**config.mk**
```make
export PLATFORM = sky130hd
export DESIGN_NAME = pcw_round
export DESIGN_NICKNAME = d
export VERILOG_FILES = /design/src/design/pcw_pkg.sv /design/src/design/pcw_round.sv
export SDC_FILE = /design/constraint.sdc
export NUM_CORES = 2
export LEC_CHECK = 0
export ABC_AREA = 1
export ABC_CLOCK_PERIOD_IN_PS = 6290
export BUFFER_PORTS_ARGS = -buffer_cell sky130_fd_sc_hd__buf_4
export CAP_MARGIN = 20
export CORE_MARGIN = 2
export CORE_UTILIZATION = 35
export DETAILED_ROUTE_END_ITERATION = 16
export PLACE_DENSITY = 0.5
export SYNTH_ARGS = -nofsm -noshare
export SYNTH_HDL_FRONTEND = slang
export SYNTH_SLANG_ARGS = --single-unit
```
**constraint.sdc**
```tcl
create_clock -name clk -period 6.29 [get_ports clk]
set_input_delay 0.629 -clock clk [delete_from_list [all_inputs] [get_ports clk]]
set_output_delay 0.629 -clock clk [all_outputs]
set_load 0.005 [all_outputs]
```
**src/design/pcw_pkg.sv**
```systemverilog
// Package for the Philox counter word core: constants and pipeline types.
`timescale 1ns / 1ps
`default_nettype none

package pcw_pkg;

    // Number of Philox rounds, one pipeline stage each
    localparam int ROUND_COUNT = 10;
    // Round stages plus the word-select output stage
    localparam int STAGES = ROUND_COUNT + 1;
    // Width of an occupancy count that can hold STAGES
    localparam int OCC_W = $clog2(STAGES + 1);

    localparam logic [31:0] MUL_A  = 32'hD251_1F53;
    localparam logic [31:0] MUL_B  = 32'hCD9E_8D57;
    localparam logic [31:0] WEYL_A = 32'h9E37_79B9;
    localparam logic [31:0] WEYL_B = 32'hBB67_AE85;

    // Counter block in flight plus the word it will hand out
    typedef struct packed {
        logic [31:0] w0;
        logic [31:0] w1;
        logic [31:0] w2;
        logic [31:0] w3;
        logic [1:0]  sel;
    } blk_t;

endpackage

`default_nettype wire

```
**src/design/pcw_round.sv**
```systemverilog
// One registered Philox4x32 round: two 32x32 products, permute, key XOR.
`timescale 1ns / 1ps
`default_nettype none

module pcw_round (
    input  wire logic         clk,
    input  wire logic         load,
    input  wire pcw_pkg::blk_t blk_in,
    input  wire logic [31:0]  key_a,
    input  wire logic [31:0]  key_b,
    output pcw_pkg::blk_t     blk_reg
);

    logic [63:0]   prod_a;
    logic [63:0]   prod_b;
    pcw_pkg::blk_t blk_next;

    // Full-width products of words 0 and 2
    assign prod_a = {32'h0, pcw_pkg::MUL_A} * {32'h0, blk_in.w0};
    assign prod_b = {32'h0, pcw_pkg::MUL_B} * {32'h0, blk_in.w2};

    // Permute product halves and mix in the round key
    always_comb
    begin
        blk_next.w0  = prod_b[63:32] ^ blk_in.w1 ^ key_a;
        blk_next.w1  = prod_b[31:0];
        blk_next.w2  = prod_a[63:32] ^ blk_in.w3 ^ key_b;
        blk_next.w3  = prod_a[31:0];
        blk_next.sel = blk_in.sel;
    end

    // Payload register, no reset needed
    always_ff @(posedge clk)
    begin
        if (load)
        begin
            blk_reg <= blk_next;
        end
    end

endmodule

`default_nettype wire
```
======== Yosys cells after proc, flatten, opt, wreduce, memory -nomap -nowiden ========
Index checks and enable logic that the tools add are counted.
operators by class
  muxes and demuxes ....................... 0
  divide/modulo/power cells ............... 0
  bitwise operators ....................... 4
  shifts and indexed selects .............. 0
  reduce and logical (&&, ||, !) cells .... 0
  $lt $le $gt $ge ......................... 0
  multiply operators ...................... 2
  $add $sub $neg .......................... 0
  equality and inequality tests ........... 0
operator list
  operator                                            number
  multiplier 32 x 32 -> 64 bit, first input constant  2
  bitwise XOR 32 bit                                  4
word-level totals
  logic and storage cells ................. 11
  memories ................................ 0
  latch bits .............................. 0
  register bits ........................... 130
  memory bits (writable) .................. 0
  memory bits (read-only) ................. 0

======== Depth between registers and ports, before layout ========
  word-level depth ........................ 3
  mapped depth ............................ 30
  depth with buffers taken out ............ 30

======== Worst setup path after synthesis ========
No wires, ideal clock.
  kind .................................... input-to-reg
  start point ............................. input port blk_in[103] (netlist bit)
  end point ............................... register blk_reg[56] (netlist bit) (data pin)
  stages on the path ...................... 26
  library setup time ...................... 249 ps
  slack ................................... 36 ps
  arrival time ............................ 6004 ps
  cell sequence ........................... inv_1 > fa_1 > inv_1 > fa_1 > fa_1 > inv_1 > fa_1 > inv_1 > fa_1 > inv_1 > fa_1 > inv_1 > fa_1 > fa_1 > ha_1 > nand2_2 > nor2_2 > inv_1 > o21ai_1 > inv_1 > nand2_1 > nand3_1 > nand2_1 > nand2_1 > nand2_1 > inv_1
RTL lines
  item                  line             RTL
  from (decl)           pcw_round.sv:8   input wire pcw_pkg::blk_t blk_in,
  to (signal assigned)  pcw_round.sv:37  blk_reg <= blk_next;
  to (decl)             pcw_round.sv:11  output pcw_pkg::blk_t blk_reg

==> results.yml <==
flow_run:
  maxCapViolCount: 0
setup_path:
  cp_slowest_stage_delay_ns: 0.61
  path_class: "in -> reg"
  cp-end-kind: "flop"
  arrival_ns: 6.51
  cp_data_required_time_ns: 6.55
  critPathLaunchType: "input pin"
  crit_path_cell_trace: "buf_4, fa_1, inv_1, fa_1, fa_1, fa_2, fa_2, fa_1, fa_1, fa_1, inv_2, ha_4, nand2_4, nor2_4, buf_6, nand2_4, buf_6, nor3_2, nand2_1, nand3_1, nand2_1, nand2_1, inv_2"
  crit_slowest_cell: "fa_2"
  startpoint: "blk_in[63]"
  timing.critical_path.mode_cell: "fa_1"
  crit_buf_inv: 6
  crit_family: "adder cells"
  cp_max_fo: 4
hold_path:
  worstHoldStart: "blk_in[0]"
  hold_path_class: "in -> reg"
  min_to: "blk_reg[0]"
  hold_depth: 1
floorplan:
  placementRows: 131
  chipHeight_um: 363
  io_pins: 326
  fp.dieArea_um2: 132000
  die_w_um: 363
  start_util_pct: 35.3
  fp.coreArea_um2: 128000
layout:
  largest_reg_flops: 130
  nFillCells: 12765
  final_cells: 8032
  drive_gt1_share_pct: 26.6
  nNetsFinal: 8161
  area_growth_pct: 29.6
placement:
  io_buffers: 325
  gp_congestion: 0.981
  dpl.hpwl_um: 167000
  place_inst: 7967
logic_synthesis:
  synth_cell_types: 33
  yosys_warnings: 0
  synth_top_area_share_pct: 35.7
  synth_most_common_cell: "inv_1"
  synth_edf_count: 130
  synth_seq_cells: 130
  synthFlopType: "edfxtp_1"
  synth-seq-area-share_pct: 8.65
  synth.cell_area_um2: 45100
  yosysTopAreaCell: "fa_1"
  synth_area_leaders: "fa_1 (36%), ha_1 (22%), inv_1 (14%), edfxtp_1 (8.7%), nand2_1 (7.9%)"
  netlist_top_cells_count: "inv_1 (1702), nand2_1 (953), fa_1 (805)"
  async_flop_share_pct: 0
  syn_nets: 7026
  syn_inst: 5221
  syn_avg_cell_area_um2: 8.64
sta:
  setup_viol: 0
  rsz0062_at_grt: "yes"
  min_period_ns: 6.25
  setup_tns_ns: 0
  final_hold_viol_count: 0
  final_max_slew_viol_count: 0
  max_slew_margin_pct: 33.6
  tightest_slew_ns: 0.997
  whs_ns: 0.319
  max_freq_mhz: 160
  fin_crit_sh_pct: 99.3
route:
  wl_um: 181000
  drc: 0
  route.vias.total: 37134
  first_iter_violations: 2610
  vias_per_cell: 4.62
  wl_per_cell_um: 22.5
  firstDrtPassIters: 5
  ant_nets: 0
clock_tree:
  cts_buffers: 17
  cts_sinks: 130
  holdBufCountCts: 0
  cts_tree: "built"
  htree_levels: 4
  clk_pin_slew_ns: 0.08
  cts_max_path_buffers: 2
  root_buffer: "clkbuf_16"
global_route:
  grt_pass1_wl_um: 260000
  grt_pass1_vias: 38202
  grt-ovfl-total: 0
  grt_max_degree: 89
  grt_usage_pct: 27.7
  antenna_found_initial: 1
status:
  status: "finished, final reports clean"
## layer usage
metal,track usage (%),wire [um],vias up
met4,4.72,3180,0
met5,0,0,-
met3,4.59,12600,103
li1,-,-,17622
met1,42.5,88200,18345
met2,41.0,77100,1064
## through the flow
step / utilization, % / area [um2] / setup slack [ns]
5_1_grt: 45.8 / 58500 / -0.124
3_5_place_dp: 43.4 / 55400 / -0.898
3_3_place_gp: 43.4 / 55400 / -0.866
2_1_floorplan: - / 45100 / 0.0364
4_1_cts: 44.2 / 56400 / 0.00217
6_report: 45.8 / 58500 / 0.0446
## layout make-up
type | instances | area, um2 | share of cell area [%]
Multi-Input combinational cell | 3382 | 36900 | 63.1
Timing Repair Buffer | 1116 | 8610 | 14.7
Inverter | 1709 | 6430 | 11.0
Sequential cell | 130 | 3900 | 6.68
Tap cell | 1662 | 2080 | 3.56
Clock buffer | 17 | 425 | 0.728
Clock inverter | 15 | 121 | 0.208
Antenna cell | 1 | 2.50 | 0.00428
## how the worst max path moves through the flow
stage | endpoint | slack (ns) | depth (start not counted)
2_1_floorplan | blk_reg[56] | 0.04 | 26
3_3_place_gp | blk_reg[102] | -0.87 | 25
4_1_cts | blk_reg[42] | 0.002 | 28
5_1_grt | blk_reg[61] | -0.12 | 26
3_5_place_dp | blk_reg[103] | -0.90 | 22
6_report | blk_reg[116] | 0.04 | 23
## what timing repair did
| action | 4_1_cts | 5_1_grt |
|---|---|---|
| endpoints found under the setup margin | 65 | 89 |
| gates resized for setup | 89 | 514 |
| gates cloned | 0 | 0 |
| buffers inserted | 4 | 29 |
| pin swaps | 16 | 214 |
## cell families after synthesis
| logic type | count (synthesis) | synth area share (%) |
|---|---|---|
| xor+xnor | 205 | 3.98 |
| fa+ha+maj | 1609 | 58.0 |
| simple gates | 1362 | 12.6 |
| compound gates | 206 | 2.52 |
| buf+inv | 1709 | 14.2 |
| flops | 130 | 8.65 |
## cell usage in the layout, fill, tap and decap left out, types with 27 or more instances in the layout
cell      netlist  final
buf_4           0   1082
nand2_4         0     28
nor2_4          2     44
xor2_1        119    118
nand4_1        27     27
ha_4            0     54
nor2_1        187    137
inv_2           6     63
fa_1          805    743
nand2_2        15    122
nand3_1        81     74
ha_1          804    738
a21oi_1       131     75
nand2_1       953    818
edfxtp_1      130    130
nor2_2         33     41
fa_2            0     62
inv_1        1702   1641
a21oi_2         3     50
xnor2_1        86     86
Power is not shown: default switching activity piles up to over one toggle a cycle in this logic, so the estimate is an artifact.
